File: config.mk
export PLATFORM = sky130hd
export DESIGN_NAME = utf8_case_converter_flat
export DESIGN_NICKNAME = d
export VERILOG_FILES = /design/src/rtl/ucc_pkg.sv /design/src/rtl/ucc_if.sv /design/src/rtl/ucc_front.sv /design/src/rtl/ucc_fifo.sv /design/src/rtl/ucc_back.sv /design/src/rtl/utf8_case_converter.sv /design/src/flat_wrapper.sv
export SDC_FILE = /design/constraint.sdc
export NUM_CORES = 1
export LEC_CHECK = 0
export BUFFER_PORTS_ARGS = -buffer_cell sky130_fd_sc_hd__buf_2
export CAP_MARGIN = 40
export CORE_MARGIN = 5
export CORE_UTILIZATION = 57
export CTS_CLUSTER_SIZE = 20
export DETAILED_ROUTE_END_ITERATION = 10
export PLACE_DENSITY = 0.77
export RECOVER_POWER = 100
export SLEW_MARGIN = 20
export SYNTH_ARGS = -nofsm -noshare
export SYNTH_HDL_FRONTEND = slang
export SYNTH_SLANG_ARGS = --single-unit
File: constraint.sdc
create_clock -name i_clk -period 3.9 [get_ports i_clk]
set_input_delay 0.39 -clock i_clk [delete_from_list [all_inputs] [get_ports i_clk]]
set_output_delay 0.39 -clock i_clk [all_outputs]
set_load 0.01 [all_outputs]
File: src/rtl/ucc_pkg.sv
// ----------------------------------------------------------------------------
// ucc_pkg
// shared types, code point limits and the case map of the utf-8 case converter
// ----------------------------------------------------------------------------
package ucc_pkg;

    typedef logic [20:0] t_code;

    // one work entry between the decode front and the encode back
    typedef struct packed {
        t_code code;
        logic  empty;      // closing entry with no byte
        logic  run_last;
        logic  done;
    } t_job;

    localparam int QDEPTH = 4;
    localparam int QPTR_W = 2;

    localparam t_code CP_MAX    = 21'h10FFFF;
    localparam t_code CP_1B_MAX = 21'h00007F;
    localparam t_code CP_2B_MAX = 21'h0007FF;
    localparam t_code CP_3B_MAX = 21'h00FFFF;

    localparam t_code ASC_UP_LO = 21'h000041;
    localparam t_code ASC_UP_HI = 21'h00005A;
    localparam t_code ASC_LO_LO = 21'h000061;
    localparam t_code ASC_LO_HI = 21'h00007A;
    localparam t_code CYR_UP_LO = 21'h000410;
    localparam t_code CYR_UP_HI = 21'h00042F;
    localparam t_code CYR_LO_LO = 21'h000430;
    localparam t_code CYR_LO_HI = 21'h00044F;
    localparam t_code CYR_YO_UP = 21'h000401;
    localparam t_code CYR_YO_LO = 21'h000451;
    localparam t_code CASE_OFS  = 21'h000020;

    localparam logic MODE_UPPER = 1'b0;
    localparam logic MODE_LOWER = 1'b1;

    function automatic t_code map_case(t_code cp, logic mode);
        t_code res;
        res = cp;
        if (mode == MODE_UPPER) begin
            if ((cp >= ASC_LO_LO && cp <= ASC_LO_HI) || (cp >= CYR_LO_LO && cp <= CYR_LO_HI)) begin
                res = cp - CASE_OFS;
            end else if (cp == CYR_YO_LO) begin
                res = CYR_YO_UP;
            end
        end else begin
            if ((cp >= ASC_UP_LO && cp <= ASC_UP_HI) || (cp >= CYR_UP_LO && cp <= CYR_UP_HI)) begin
                res = cp + CASE_OFS;
            end else if (cp == CYR_YO_UP) begin
                res = CYR_YO_LO;
            end
        end
        return res;
    endfunction

endpackage

File: src/rtl/ucc_if.sv
// ----------------------------------------------------------------------------
// ucc stream interfaces
// valid/ready channels for the input bytes and the result bytes
// ----------------------------------------------------------------------------
interface ucc_in_if;
    logic       valid;
    logic       ready;
    logic [7:0] in_byte;
    logic       string_end;

    modport source (output valid, output in_byte, output string_end, input ready);
    modport sink   (input valid, input in_byte, input string_end, output ready);
endinterface

interface ucc_out_if;
    logic       valid;
    logic       ready;
    logic [7:0] out_byte;
    logic       byte_valid;
    logic       run_last;
    logic       string_done;

    modport source (output valid, output out_byte, output byte_valid, output run_last,
                    output string_done, input ready);
    modport sink   (input valid, input out_byte, input byte_valid, input run_last,
                    input string_done, output ready);
endinterface

File: src/rtl/ucc_front.sv
// ----------------------------------------------------------------------------
// ucc_front
// accepts input bytes, collects code points and queues up to two per item
// ----------------------------------------------------------------------------
module ucc_front (
    input  logic            i_clk,
    input  logic            i_rst_n,
    ucc_in_if.sink          i_in,
    input  logic            i_q_full,
    output logic            o_push,
    output ucc_pkg::t_job   o_push_job
);

    ucc_pkg::t_code r_pend, n_pend;
    logic [1:0]     r_need, n_need;
    logic           r_spill_valid, n_spill_valid;
    ucc_pkg::t_job  r_spill, n_spill;

    logic           acc;
    logic           cont;
    logic           handled;
    logic           v_a, v_b, v_c;
    ucc_pkg::t_code c_a, c_b, c_c;
    logic           ok_a, ok_c;
    logic           has_first, has_second;
    ucc_pkg::t_code first_code, second_code;
    ucc_pkg::t_code cont_bits;

    always_comb begin
        i_in.ready = !r_spill_valid && !i_q_full;
        acc        = i_in.valid && i_in.ready;
        cont       = (i_in.in_byte[7:6] == 2'b10);

        n_pend    = r_pend;
        n_need    = r_need;
        handled   = 1'b0;
        v_a       = 1'b0;
        c_a       = r_pend;
        v_b       = 1'b0;
        c_b       = {13'd0, i_in.in_byte};
        cont_bits = '0;

        // open sequence: continue it or flush the partial value
        if (r_need != 2'd0) begin
            if (cont) begin
                handled = 1'b1;
                n_need  = 2'(r_need - 2'd1);
                case (n_need)
                    2'd2:    cont_bits = {3'd0, i_in.in_byte[5:0], 12'd0};
                    2'd1:    cont_bits = {9'd0, i_in.in_byte[5:0], 6'd0};
                    default: cont_bits = {15'd0, i_in.in_byte[5:0]};
                endcase
                n_pend = r_pend | cont_bits;
                if (n_need == 2'd0) begin
                    v_a    = 1'b1;
                    c_a    = n_pend;
                    n_pend = '0;
                end
            end else begin
                v_a    = 1'b1;
                c_a    = r_pend;
                n_pend = '0;
                n_need = 2'd0;
            end
        end

        if (!handled) begin
            if (!i_in.in_byte[7]) begin
                v_b = 1'b1;
            end else if (i_in.in_byte[7:5] == 3'b110) begin
                n_pend = {10'd0, i_in.in_byte[4:0], 6'd0};
                n_need = 2'd1;
            end else if (i_in.in_byte[7:4] == 4'b1110) begin
                n_pend = {5'd0, i_in.in_byte[3:0], 12'd0};
                n_need = 2'd2;
            end else if (i_in.in_byte[7:3] == 5'b11110) begin
                n_pend = {i_in.in_byte[2:0], 18'd0};
                n_need = 2'd3;
            end else begin
                v_b = 1'b1;   // stray continuation or f8..ff
            end
        end

        // end of text inside a sequence
        c_c = n_pend;
        v_c = i_in.string_end && (n_need != 2'd0);
        if (i_in.string_end) begin
            n_pend = '0;
            n_need = 2'd0;
        end

        ok_a = v_a && (c_a <= ucc_pkg::CP_MAX);
        ok_c = v_c && (c_c <= ucc_pkg::CP_MAX);

        has_first   = ok_a || v_b || ok_c;
        has_second  = ok_a && (v_b || ok_c);
        first_code  = ok_a ? c_a : (v_b ? c_b : c_c);
        second_code = v_b ? c_b : c_c;

        n_spill.code     = second_code;
        n_spill.empty    = 1'b0;
        n_spill.run_last = 1'b1;
        n_spill.done     = i_in.string_end;

        n_spill_valid = r_spill_valid;
        if (r_spill_valid) begin
            o_push        = !i_q_full;
            o_push_job    = r_spill;
            n_spill_valid = i_q_full;
        end else begin
            o_push = acc && (has_first || i_in.string_end);
            if (has_first) begin
                o_push_job.code     = first_code;
                o_push_job.empty    = 1'b0;
                o_push_job.run_last = !has_second;
                o_push_job.done     = i_in.string_end && !has_second;
            end else begin
                o_push_job.code     = '0;
                o_push_job.empty    = 1'b1;
                o_push_job.run_last = 1'b1;
                o_push_job.done     = 1'b1;
            end
            n_spill_valid = acc && has_second;
        end
    end

    always_ff @(posedge i_clk) begin
        if (!i_rst_n) begin
            r_pend        <= '0;
            r_need        <= 2'd0;
            r_spill_valid <= 1'b0;
        end else begin
            r_spill_valid <= n_spill_valid;
            if (acc) begin
                r_pend <= n_pend;
                r_need <= n_need;
            end
        end
    end

    always_ff @(posedge i_clk) begin
        if (acc && has_second) begin
            r_spill <= n_spill;
        end
    end

    a_end_clears: assert property (@(posedge i_clk) disable iff (!i_rst_n)
        (acc && i_in.string_end) |=> (r_need == 2'd0 && r_pend == '0))
        else $error("sequence state not cleared after end of text");

    a_push_source: assert property (@(posedge i_clk) disable iff (!i_rst_n)
        (o_push && !r_spill_valid) |-> acc)
        else $error("queue push without an accepted item");

endmodule

File: src/rtl/ucc_fifo.sv
// ----------------------------------------------------------------------------
// ucc_fifo
// short queue of code point entries between decode and encode
// ----------------------------------------------------------------------------
module ucc_fifo (
    input  logic            i_clk,
    input  logic            i_rst_n,
    input  logic            i_push,
    input  ucc_pkg::t_job   i_data,
    output logic            o_full,
    output logic            o_valid,
    output ucc_pkg::t_job   o_data,
    input  logic            i_pop
);

    ucc_pkg::t_job              r_mem [ucc_pkg::QDEPTH];
    logic [ucc_pkg::QPTR_W-1:0] r_wr, r_rd;
    logic [ucc_pkg::QPTR_W:0]   r_cnt;

    always_comb begin
        o_full  = (r_cnt == (ucc_pkg::QPTR_W+1)'(ucc_pkg::QDEPTH));
        o_valid = (r_cnt != '0);
        o_data  = r_mem[r_rd];
    end

    always_ff @(posedge i_clk) begin
        if (!i_rst_n) begin
            r_wr  <= '0;
            r_rd  <= '0;
            r_cnt <= '0;
        end else begin
            if (i_push) begin
                r_wr <= r_wr + (ucc_pkg::QPTR_W)'(1);
            end
            if (i_pop) begin
                r_rd <= r_rd + (ucc_pkg::QPTR_W)'(1);
            end
            case ({i_push, i_pop})
                2'b10:   r_cnt <= r_cnt + (ucc_pkg::QPTR_W+1)'(1);
                2'b01:   r_cnt <= r_cnt - (ucc_pkg::QPTR_W+1)'(1);
                default: r_cnt <= r_cnt;
            endcase
        end
    end

    always_ff @(posedge i_clk) begin
        if (i_push) begin
            r_mem[r_wr] <= i_data;
        end
    end

    a_no_overflow: assert property (@(posedge i_clk) disable iff (!i_rst_n)
        i_push |-> !o_full)
        else $error("push into a full queue");

    a_no_underflow: assert property (@(posedge i_clk) disable iff (!i_rst_n)
        i_pop |-> o_valid)
        else $error("pop from an empty queue");

endmodule

File: src/rtl/ucc_back.sv
// ----------------------------------------------------------------------------
// ucc_back
// case-maps queued code points and sends them out as utf-8 bytes
// ----------------------------------------------------------------------------
module ucc_back (
    input  logic            i_clk,
    input  logic            i_rst_n,
    input  logic            i_case_mode,
    input  logic            i_q_valid,
    input  ucc_pkg::t_job   i_q_data,
    output logic            o_pop,
    ucc_out_if.source       o_out
);

    logic             r_cur_valid, n_cur_valid;
    logic [3:0][7:0]  r_bytes, n_bytes;
    logic [2:0]       r_left, n_left;
    logic             r_empty, r_last, r_done;

    logic             r_out_valid, n_out_valid;
    logic [7:0]       r_out_byte;
    logic             r_out_bv, r_out_last, r_out_done;

    ucc_pkg::t_code   cp;
    logic [3:0][7:0]  enc_bytes;
    logic [2:0]       enc_len;
    logic             can_move, move, cur_free;

    // map and encode the queue head
    always_comb begin
        cp        = ucc_pkg::map_case(i_q_data.code, i_case_mode);
        enc_bytes = '0;
        if (cp <= ucc_pkg::CP_1B_MAX) begin
            enc_len      = 3'd1;
            enc_bytes[0] = cp[7:0];
        end else if (cp <= ucc_pkg::CP_2B_MAX) begin
            enc_len      = 3'd2;
            enc_bytes[0] = {3'b110, cp[10:6]};
            enc_bytes[1] = {2'b10, cp[5:0]};
        end else if (cp <= ucc_pkg::CP_3B_MAX) begin
            enc_len      = 3'd3;
            enc_bytes[0] = {4'b1110, cp[15:12]};
            enc_bytes[1] = {2'b10, cp[11:6]};
            enc_bytes[2] = {2'b10, cp[5:0]};
        end else begin
            enc_len      = 3'd4;
            enc_bytes[0] = {5'b11110, cp[20:18]};
            enc_bytes[1] = {2'b10, cp[17:12]};
            enc_bytes[2] = {2'b10, cp[11:6]};
            enc_bytes[3] = {2'b10, cp[5:0]};
        end
    end

    always_comb begin
        can_move = !r_out_valid || o_out.ready;
        move     = r_cur_valid && can_move;
        cur_free = !r_cur_valid || (move && r_left == 3'd1);
        o_pop    = i_q_valid && cur_free;

        n_cur_valid = r_cur_valid;
        n_bytes     = r_bytes;
        n_left      = r_left;
        if (o_pop) begin
            n_cur_valid = 1'b1;
            n_bytes     = enc_bytes;
            n_left      = enc_len;
        end else if (move) begin
            n_cur_valid = (r_left != 3'd1);
            n_bytes     = {8'h00, r_bytes[3], r_bytes[2], r_bytes[1]};
            n_left      = r_left - 3'd1;
        end

        n_out_valid = r_out_valid;
        if (move) begin
            n_out_valid = 1'b1;
        end else if (o_out.ready) begin
            n_out_valid = 1'b0;
        end

        o_out.valid       = r_out_valid;
        o_out.out_byte    = r_out_byte;
        o_out.byte_valid  = r_out_bv;
        o_out.run_last    = r_out_last;
        o_out.string_done = r_out_done;
    end

    always_ff @(posedge i_clk) begin
        if (!i_rst_n) begin
            r_cur_valid <= 1'b0;
            r_left      <= 3'd0;
            r_out_valid <= 1'b0;
        end else begin
            r_cur_valid <= n_cur_valid;
            r_left      <= n_left;
            r_out_valid <= n_out_valid;
        end
    end

    always_ff @(posedge i_clk) begin
        r_bytes <= n_bytes;
        if (o_pop) begin
            r_empty <= i_q_data.empty;
            r_last  <= i_q_data.run_last;
            r_done  <= i_q_data.done;
        end
        if (move) begin
            r_out_byte <= r_bytes[0];
            r_out_bv   <= !r_empty;
            r_out_last <= r_last && (r_left == 3'd1);
            r_out_done <= r_done && (r_left == 3'd1);
        end
    end

    a_left_range: assert property (@(posedge i_clk) disable iff (!i_rst_n)
        r_cur_valid |-> (r_left != 3'd0 && r_left <= 3'd4))
        else $error("byte count out of range for a live code point");

    a_empty_closes: assert property (@(posedge i_clk) disable iff (!i_rst_n)
        (o_out.valid && !o_out.byte_valid) |-> (o_out.run_last && o_out.string_done))
        else $error("empty result that does not close the text");

endmodule

File: src/rtl/utf8_case_converter.sv
// ----------------------------------------------------------------------------
// utf8_case_converter
// streaming utf-8 decode, upper/lower case map and re-encode
// ----------------------------------------------------------------------------
// One input item is one text byte; each item yields zero to eight result
// bytes, the last of them flagged run_last and the last of the text flagged
// string_done. The front decodes an item in the cycle it is accepted and
// queues up to two code points; the back encoder sends one result byte per
// cycle while the output is ready, so the sustained rate is set by the bytes
// produced: one for an ascii byte, two for a stray byte or two-byte character,
// up to four for a four-byte character. An item that flushes a partial sequence
// as well as its own code point holds the input until the second code point
// moves from the spill register into the queue. The first result byte passes
// the queue, the current code point register and the output register. case_mode
// is written through i_cfg_we/i_cfg_wdata: 0 maps to upper case, 1 to lower.
// ----------------------------------------------------------------------------
module utf8_case_converter (
    input  logic        i_clk,
    input  logic        i_rst_n,
    input  logic        i_cfg_we,
    input  logic        i_cfg_wdata,
    ucc_in_if.sink      i_in,
    ucc_out_if.source   o_out
);

    logic           r_case_mode;
    logic           q_push, q_full, q_valid, q_pop;
    ucc_pkg::t_job  q_wdata, q_rdata;

    always_ff @(posedge i_clk) begin
        if (!i_rst_n) begin
            r_case_mode <= ucc_pkg::MODE_UPPER;
        end else if (i_cfg_we) begin
            r_case_mode <= i_cfg_wdata;
        end
    end

    ucc_front u_front (
        .i_clk      (i_clk),
        .i_rst_n    (i_rst_n),
        .i_in       (i_in),
        .i_q_full   (q_full),
        .o_push     (q_push),
        .o_push_job (q_wdata)
    );

    ucc_fifo u_fifo (
        .i_clk   (i_clk),
        .i_rst_n (i_rst_n),
        .i_push  (q_push),
        .i_data  (q_wdata),
        .o_full  (q_full),
        .o_valid (q_valid),
        .o_data  (q_rdata),
        .i_pop   (q_pop)
    );

    ucc_back u_back (
        .i_clk       (i_clk),
        .i_rst_n     (i_rst_n),
        .i_case_mode (r_case_mode),
        .i_q_valid   (q_valid),
        .i_q_data    (q_rdata),
        .o_pop       (q_pop),
        .o_out       (o_out)
    );

endmodule
File: src/flat_wrapper.sv
// flat-port wrapper written by rule: the top's interface ports become plain ports
module utf8_case_converter_flat 
  (i_clk, i_rst_n, i_cfg_we, i_cfg_wdata, i_in_valid, i_in_in_byte, i_in_string_end, i_in_ready, o_out_valid, o_out_out_byte, o_out_byte_valid, o_out_run_last, o_out_string_done, o_out_ready);
  ucc_in_if i_in_i ();
  ucc_out_if o_out_i ();
  input  logic i_clk;
  input  logic i_rst_n;
  input  logic i_cfg_we;
  input  logic i_cfg_wdata;
  input wire logic [$bits(i_in_i.valid)-1:0] i_in_valid;
  input wire logic [$bits(i_in_i.in_byte)-1:0] i_in_in_byte;
  input wire logic [$bits(i_in_i.string_end)-1:0] i_in_string_end;
  output wire logic [$bits(i_in_i.ready)-1:0] i_in_ready;
  output wire logic [$bits(o_out_i.valid)-1:0] o_out_valid;
  output wire logic [$bits(o_out_i.out_byte)-1:0] o_out_out_byte;
  output wire logic [$bits(o_out_i.byte_valid)-1:0] o_out_byte_valid;
  output wire logic [$bits(o_out_i.run_last)-1:0] o_out_run_last;
  output wire logic [$bits(o_out_i.string_done)-1:0] o_out_string_done;
  input wire logic [$bits(o_out_i.ready)-1:0] o_out_ready;
  assign i_in_i.valid = i_in_valid;
  assign i_in_i.in_byte = i_in_in_byte;
  assign i_in_i.string_end = i_in_string_end;
  assign i_in_ready = i_in_i.ready;
  assign o_out_valid = o_out_i.valid;
  assign o_out_out_byte = o_out_i.out_byte;
  assign o_out_byte_valid = o_out_i.byte_valid;
  assign o_out_run_last = o_out_i.run_last;
  assign o_out_string_done = o_out_i.string_done;
  assign o_out_i.ready = o_out_ready;
  utf8_case_converter u_core (.i_clk(i_clk), .i_rst_n(i_rst_n), .i_cfg_we(i_cfg_we), .i_cfg_wdata(i_cfg_wdata), .i_in(i_in_i), .o_out(o_out_i));
endmodule
Word level (Yosys, flattened, before mapping) --
Memories as Yosys holds them, arrays and structs flattened. A register that Yosys moved wholly into a read port is not among the register bits. Cells that the tools add are included.
Word-level totals: bits in registers 105, RAM bits 96, bits of input ports 15, output and inout port bits 13, logic and storage cells 164, memories kept 1
Memories:
- u_core.u_fifo.r_mem | words 4, bits a word 24, read ports 1, clocked after memory_dff 1, wr ports 1, RTL line ucc_fifo.sv:16 | ucc_pkg::t_job r_mem [ucc_pkg::QDEPTH];
Operators by class: add/subtract/negate cells 8, magnitude comparators 13, equality and inequality tests 13, mux-type cells 66, bitwise gates (word level) 1, reduce and logical (&&, ||, !) cells 39
Operator list (number):
- 21-bit 2-to-1 mux | 21
- 24-bit 2-to-1 mux | 3
- 32-bit 2-to-1 mux | 2
- 21-bit by 11-bit <= comparator with 1-bit output, second input constant | 3
- 21-bit by 7-bit <= comparator with 1-bit output, second input constant | 3
- 21-bit by 11-bit == test with 1-bit output, second input constant | 2
- 21-bit by 11-bit greater-or-equal comparator with 1-bit output, second input constant | 2
- 21-bit by 7-bit greater-or-equal comparator with 1-bit output, second input constant | 2
- 21-bit <= comparator, second input constant | 2
- 18-bit case mux with 2 select lines | 1
- 16-bit 2-to-1 mux | 2
- 22-bit 2-to-1 mux | 1
- 21-bit by 6-bit adder with 21-bit output, second input constant | 1
- 21-bit by 16-bit <= comparator with 1-bit output, second input constant | 1
- 21-bit OR | 1
- 21-bit by 6-bit subtractor with 21-bit output, second input constant | 1
- 2-bit 2-to-1 mux | 10
- 1-bit logical AND | 18
- 1-bit 2-to-1 mux | 18
- 8-bit 2-to-1 mux | 2
- 3-bit 2-to-1 mux | 5
- 2-bit nonzero test | 5
- 1-bit logical OR | 8
- 2-bit == test, second input constant | 3
- 14 further kinds | 23

Depth between registers and ports, before layout --
Gate-level depths: netlist of the first run.
word-level depth 22, gate-level depth with buffers 17, depth with buffers taken out 16

By module --
From an unflattened synthesis of the first run, not the netlist that was laid out.
Unflattened totals: cells, all modules 835, area total of the unflattened synthesis 10055.9 um^2
Modules (own cells, without submodules):
- ucc_fifo | instances 1, cells an instance 168, area each 3946.3 um^2
- ucc_back | instances 1, cells an instance 331, area each 3164.3 um^2
- ucc_front | instances 1, cells an instance 333, area each 2909.0 um^2
- utf8_case_converter | instances 1, cells an instance 3, area each 36.3 um^2

Least setup slack after synthesis of the first run --
No wires, ideal clock.
path type register to register, from register u_core.u_front.r_need[0], to register u_core.u_front.r_spill[0] (netlist name), enable pin, setup time 0.431 ns, arrival 3.594 ns, required time 3.469 ns, setup slack -0.125 ns, cell stages (with the launch flop) 9, clock period less this slack 4.025 ns, cells stage by stage dfxtp_1 > inv_1 > ha_1 > a21bo_2 > o21ai_0 > a22o_1 > or4_1 > o2bb2ai_1 > nor3_1
On the way: word-level cells in the longest chain between the ends 19, elaborated cells between the ends (all ways) 41
Ends and longest elaborated chain:
- from (decl) | RTL line ucc_front.sv:15 | logic [1:0] r_need, n_need;
- from (signal assigned) | RTL line ucc_front.sv:136 | r_need <= n_need;
- 2-bit by 1-bit subtractor with 2-bit output | RTL line ucc_front.sv:47 | n_need = 2'(r_need - 2'd1);
- 2-bit by 1-bit == test with 1-bit output or 2-bit == test (tied branches) | RTL line ucc_front.sv:48 | case (n_need)
- 18-bit case mux with 2 select lines | RTL line ucc_front.sv:48
- 21-bit 2-to-1 mux | RTL line ucc_front.sv:45 | if (cont) begin
- 21-bit 2-to-1 mux | RTL line ucc_front.sv:44 | if (r_need != 2'd0) begin
- 21-bit OR | RTL line ucc_front.sv:53 | n_pend = r_pend | cont_bits;
- 21-bit 2-to-1 mux | RTL line ucc_front.sv:54 | if (n_need == 2'd0) begin
- 21-bit 2-to-1 mux | RTL line ucc_front.sv:45
- (+3 left out)
- 21-bit 2-to-1 mux | RTL line ucc_front.sv:70 | end else if (i_in.in_byte[7:5] == 3'b110) begin
- 21-bit 2-to-1 mux | RTL line ucc_front.sv:68 | if (!i_in.in_byte[7]) begin
- 21-bit 2-to-1 mux | RTL line ucc_front.sv:67 | if (!handled) begin
- 21-bit <= comparator | RTL line ucc_front.sv:93 | ok_c = v_c && (c_c <= ucc_pkg::CP_MAX);
- 1-bit logical AND | RTL line ucc_front.sv:93
- 1-bit logical OR | RTL line ucc_front.sv:96 | has_second = ok_a && (v_b || ok_c);
- 1-bit logical AND (*) | RTL line ucc_front.sv:96
- 1-bit logical AND (*) | RTL line ucc_front.sv:142 | if (acc && has_second) begin
- to (signal assigned) | RTL line ucc_front.sv:143 | r_spill <= n_spill;
- to (decl) | RTL line ucc_front.sv:17 | ucc_pkg::t_job r_spill, n_spill;
Mark *: on every way between the ends. The rest lies on a longest branch, timed or not. The select of a mux whose other input is x is not followed. A chain may end at the register's enable or synchronous reset.

==> results.json, run 1 <==
{
  "nNetsFinal": 890,
  "slowest_stage": "mux4_1",
  "hold_viol_final": 0,
  "synth_edf_count": 161,
  "via_per_inst": 6.33,
  "core-area_mm2": 0.0172,
  "start_util": 0.577,
  "ys.flop_type": "edfxtp_1",
  "grt_max_degree": 45,
  "crit_fanout": 17,
  "rsz0062_at_grt": "yes",
  "grt_pass1_wl_mm": 35.4,
  "die_h_um": 142,
  "met3_usage": 0.0340,
  "cp-end-kind": "flip-flop",
  "diodes": 0,
  "slew_violations": 0,
  "async_flop_share": 0,
  "dp_hpwl_mm": 15.5,
  "seq_area_frac_synth": 0.567,
  "grt_busiest_layer": "met2",
  "clock_latency_ps": 430,
  "grt_usage": 0.222,
  "num_vias": 6928,
  "arrival_ps": 4010,
  "worst_slew_pin_slew_ps": 1480,
  "cp_num_buf_inv": 3,
  "yosys_warnings": 0,
  "outcome": "finished, final reports clean",
  "synth_area_per_cell_um2": 12.3,
  "instances_no_fill": 1095,
  "critPathKind": "flip-flop to flip-flop",
  "first_global_vias": 6821,
  "gp_congestion": 0.987,
  "cp-start-kind": "flip-flop",
  "routed_wl_mm": 22.0,
  "period_share": 0.981,
  "timing.hold.ws_ps": 232,
  "syn_inst": 806,
  "relSlewSlack": 0.0156,
  "cts_buffers": 17,
  "die_area_mm2": 0.0201,
  "drive_above_1_share": 0.163,
  "dp_cells": 1059,
  "worst_path_largest_cell_delay_ps": 630,
  "grt-ovfl-total": 0,
  "remaining_drc_errors": 0,
  "clkSinkCount": 200,
  "fin_skew_ps": 8.42,
  "grt_antenna_before_repair": 1,
  "die_w_um": 142,
  "first_pass_iters": 6,
  "port_buffers": 27,
  "power_density_mw_per_mm2": 646,
  "wl_per_cell_um": 20.1,
  "cp_common_cell": "buf_4",
  "peakVddDrop_mv": 0.504,
  "syn_to_final_growth_pct": 12.1,
  "min_path_type": "input port to flip-flop",
  "ys_types": 94,
  "clkTransAtPathRegs_ps": 70,
  "std_cell_rows": 48,
  "ant_nets": 0,
  "drv_cap": 0,
  "grt_util_met2": 0.376,
  "drt_iter0_drc": 528,
  "crit_required_ps": 4080,
  "max_freq_mhz": 261,
  "ios": 28,
  "layout_common_cells": "edfxtp_1 (161), nor2_1 (64), a21oi_1 (55), nand2_1 (44), buf_4 (42)",
  "root_buffer": "clkbuf_16",
  "clk_path_buf_depth": 2,
  "cp_cell_sequence": "buf_12, mux4_1, buf_4, ha_1, or3_1, a41oi_1, a211o_1, a22oi_2, o21ai_0, buf_4, a21oi_1, a21boi_1, o221a_1",
  "ctsHoldBuffers": 0,
  "crit_family": "compound AO/OA/AOI/OAI gates",
  "cts_max_level": 4,
  "setup_viol": 0,
  "syn-cell-area_mm2": 0.00991,
  "gr-usage-met1": 0.290,
  "power_leakage_nw": 3.76,
  "layout_commonest_cell": "edfxtp_1",
  "syn-num-nets": 838,
  "synth_seq_cells": 200,
  "cts_tree": "yes",
  "finalCriticalPeriod_ps": 3830
}
[layout make-up]
class / instances / area (um^2)
fill: 1289 / 6060
sequential: 200 / 5620
multi-input combinational: 535 / 4040
timing repair buffer: 82 / 520
clock buffer: 19 / 433
tap: 225 / 282
clock inverter: 12 / 145
inverter: 22 / 82.6
[Yosys cell counts (10+ instances only)]
cell / n / area share
dfxtp_1: 39 / 0.079
a22o_1: 10 / 0.0088
o21ai_0: 19 / 0.0096
mux4_1: 17 / 0.045
nor3_1: 26 / 0.013
and2_1: 23 / 0.015
nand2_1: 44 / 0.017
nor2b_1: 30 / 0.019
ha_1: 16 / 0.020
o22ai_1: 16 / 0.010
a21oi_1: 56 / 0.028
nand3_1: 12 / 0.0061
a22oi_1: 19 / 0.014
nor2_1: 65 / 0.025
clkbuf_1: 35 / 0.013
inv_1: 22 / 0.0083
mux2_2: 16 / 0.018
edfxtp_1: 161 / 0.49
[flip-flops by register name, indices dropped and copies added, names as in the netlist, 2 cells and up, named ones only]
name / cells
u_core.u_fifo.r_mem: 96
u_core.u_back.r_bytes: 29
u_core.u_front.r_spill: 22
u_core.u_front.r_pend: 21
u_core.u_back.o_out.out_byte: 8
u_core.u_back.r_left: 3
u_core.u_fifo.r_cnt: 3
u_core.u_fifo.r_rd: 2
u_core.u_fifo.r_wr: 2
u_core.u_front.r_need: 2
[metrics by stage]
| step | utilization | setup TNS (ps) | setup WS [ps] | cell area (um^2) | power (mW) |
|---|---|---|---|---|---|
| final | 0.647 | 0 | 74.0 | 11100 | 7.18 |
| after global routing | 0.647 | -109 | -41.9 | 11100 | 7.56 |
| after CTS | 0.645 | 0 | 61.9 | 11100 | 7.16 |
| after detailed placement | 0.611 | 0 | 75.5 | 10500 | 5.45 |
| after global placement | 0.611 | 0 | 107 | 10500 | 5.36 |
| after floorplan | - | 0 | 155 | 9920 | 4.69 |
[cells by family (layout without fill, tap and decap cells)]
group / after synthesis / count (layout) / synth area share
adders and majority gates: 18 / 18 / 0.0232
buffers and inverters: 71 / 135 / 0.0326
DFF: 200 / 200 / 0.567
xor gates and xnor gates: 8 / 8 / 0.00707
muxes: 42 / 42 / 0.0812
and+or+nand+nor: 258 / 258 / 0.142
AOI/OAI and AO/OA: 209 / 209 / 0.147
[power breakdown]
group	switching [mW]	internal, mW	leakage (nW)	total, mW
registers	0.132	2.88	1.83	3.02
clock network	0.775	0.954	0.269	1.73
logic	1.52	0.918	1.66	2.43
total	2.42	4.76	3.76	7.18
[path summary, 6_finish.rpt]
kind                       startpoint                         endpoint  slack [ps]  cells past startpoint
min reg2reg  u_core.u_back.r_bytes[2]  u_core.u_back.o_out.out_byte[2]         420                      0
max reg2reg                 flip-flop         u_core.u_back.r_bytes[2]          70                     13
min                       i_cfg_wdata               u_core.r_case_mode         230                      3
max                         flip-flop         u_core.u_back.r_bytes[2]          70                     13
[worst reg2reg max path: stages, from the launching register on]
cell	delay (ps)
dfxtp_1	390
buf_12	190
mux4_1	640
buf_4	190
ha_1	260
or3_1	400
a41oi_1	170
a211o_1	240
a22oi_2	150
o21ai_0	340
buf_4	220
a21oi_1	50
a21boi_1	130
o221a_1	220
[layer usage]
metal,part of all wire,vias up,wire length (um)
li1,-,3232,-
met1,0.43,3343,9350
met2,0.49,300,10800
met3,0.053,53,1170
met4,0.029,0,645
met5,0,-,0
[repair_timing]
item                                   4_1_cts  5_1_grt
setup endpoints to repair                    0       14
resized for setup                            0       12
buffers inserted                             0        4
endpoints found under the hold margin        0        0
(Power assumes the default switching activity.)
==> run 2, diff against run 1 <==
==> constraint.sdc (replaced) <==
create_clock -name i_clk -period 3.9 [get_ports i_clk]
set_input_delay 0.78 -clock i_clk [delete_from_list [all_inputs] [get_ports i_clk]]
set_output_delay 0.78 -clock i_clk [all_outputs]
set_load 0.01 [all_outputs]
==> run 2 against run 1 <==
The flow now finishes with violations (capacitance limit, slew limit). Total power rose by 3.1%. Fmax increased by 1.2%. Clock power up 5%. First-iteration DRC count up 21%. Critical path depth is 2 lower. Register-to-register slack improved by 50 ps. Sequential share of layout area shrank 0.76 points. Global-route usage increased by 1.0 points. Cell area increased by 1.6%. Worst setup slack better by 46 ps. Sequential power about the same.
==> results.json, run 2 (same netlist as run 1, synthesis figures left out) <==
{
  "clk_path_buf_depth": 2,
  "netSwitchingPower_mw": 2.51,
  "drt_iter0_drc": 638,
  "grt_usage": 0.232,
  "min_path_type": "flip-flop to flip-flop",
  "die_area_mm2": 0.0201,
  "core-area_mm2": 0.0172,
  "cts_tree": "yes",
  "cts_max_level": 4,
  "die_h_um": 142,
  "layout_common_cells": "edfxtp_1 (161), nor2_1 (64), a21oi_1 (56), buf_4 (54), nand2_1 (43)",
  "num_vias": 7055,
  "m1WireLength_mm": 9.59,
  "max_freq_mhz": 265,
  "top_layer_used": "met4",
  "cp-start-kind": "flip-flop",
  "ant_nets": 0,
  "drive_above_1_share": 0.200,
  "drv_cap": 1,
  "period_share": 0.969,
  "hold_path_startpoint": "u_core.u_back.r_bytes[6]",
  "die_w_um": 142,
  "largest_reg_flops": 96,
  "arrival_ps": 4030,
  "slew_violations": 33,
  "grt_antenna_before_repair": 0,
  "cp-end-kind": "flip-flop",
  "critPathKind": "flip-flop to flip-flop",
  "setup_viol": 0,
  "power_density_mw_per_mm2": 655,
  "clock_latency_ps": 440,
  "root_buffer": "clkbuf_16",
  "gp_congestion": 0.971,
  "start_util": 0.577,
  "violations": "capacitance limit, slew limit",
  "dp_hpwl_mm": 15.7,
  "cts_buffers": 17,
  "wl_per_cell_um": 20.9,
  "p_int_mw": 4.89,
  "hold_viol_final": 0,
  "first_pass_iters": 5,
  "first_global_vias": 7015,
  "diodes": 0,
  "routed_wl_mm": 23.0,
  "power_frac_clock": 0.246,
  "wl_met3_mm": 1.11,
  "worst_slew_pin_slew_ps": 1560,
  "ios": 28,
  "remaining_drc_errors": 0,
  "syn_to_final_growth_pct": 13.9,
  "finalCriticalPeriod_ps": 3780,
  "layout_commonest_cell": "edfxtp_1",
  "largestRegisters": "u_core.u_fifo.r_mem: 96 flops, u_core.u_back.r_bytes: 29 flops, u_core.u_front.r_spill: 22 flops",
  "peakVddDrop_mv": 0.410,
  "outcome": "complete, but fails checks",
  "top_register": "u_core.u_fifo.r_mem",
  "power.share.switching": 0.339,
  "relSlewSlack": -0.0400,
  "crit_fanout": 10,
  "port_buffers": 27,
  "wl_met2_mm": 11.7,
  "clkSinkCount": 200,
  "power_leakage_nw": 3.90,
  "grt_pass1_wl_mm": 36.8,
  "setup_tns_ps": 0,
  "via_per_inst": 6.41,
  "pwr-share-comb": 0.346,
  "r2r_cells": 11,
  "seq_power_share": 0.408,
  "nNetsFinal": 895,
  "rsz0062_at_grt": "yes",
  "crit_required_ps": 4150,
  "p_total_mw": 7.40,
  "fin_skew_ps": 10.9,
  "std_cell_rows": 48,
  "grt_max_degree": 33,
  "grt-ovfl-total": 0,
  "min_path_cells": 0,
  "clkTransAtPathRegs_ps": 70
}
==> run 2: area by class of cell <==
cell class              count  area (um^2)
clock buffers              17          425
fillers                  1286         5880
inverters                  22         82.6
flip-flops and latches    200         5620
well taps                 225          282
clock inverters            14          189
repair buffers             86          623
multi-input cells         536         4070
==> run 2: repair_timing <==
action	4_1_cts	5_1_grt
setup endpoints to repair	0	18
buffers inserted	0	7
resized for setup	0	18
hold buffers	0	0
==> run 2: final timing paths <==
check                               endpoint  slack [ps]
max                u_core.u_back.r_bytes[17]         120
min          u_core.u_back.o_out.out_byte[6]         440
max reg2reg        u_core.u_back.r_bytes[17]         120
min reg2reg  u_core.u_back.o_out.out_byte[6]         440
==> run 2: per-layer routing <==
layer / track usage / vias up
met5: 0 / -
met3: 0.0401 / 55
met2: 0.397 / 296
met4: 0.0909 / 0
met1: 0.296 / 3457
li1: - / 3247
==> run 2: critical path, stage by stage (launching register included) <==
cell,delay [ps]
dfxtp_4,380
buf_12,140
mux4_1,770
or2_2,400
nor4_2,370
nor2b_1,120
and4b_1,400
nor2_4,50
buf_4,160
nor2_1,400
a2bb2oi_1,160
o21ai_0,220
==> run 2: per-stage QoR <==
stage          utilization  area (um^2)  instances  worst slack (ps)  hold WS [ps]
2_1_floorplan            -         9920        806               155           400
3_3_place_gp         0.611        10500       1058               139           402
3_5_place_dp         0.611        10500       1059              12.8           413
4_1_cts              0.647        11100       1090              4.19           436
5_1_grt              0.658        11300       1100             -37.8           436
6_report             0.658        11300       1100               120           437
==> run 2: power groups by stage <==
stage                     Combinational, mW  Clock, mW  Sequential [mW]
after floorplan                        1.66          0             3.02
after global placement                 2.33          0             3.03
after detailed placement               2.41          0             3.06
after CTS                              2.43       1.84             3.02
after global routing                   2.76       1.94             3.05
final                                  2.56       1.82             3.02
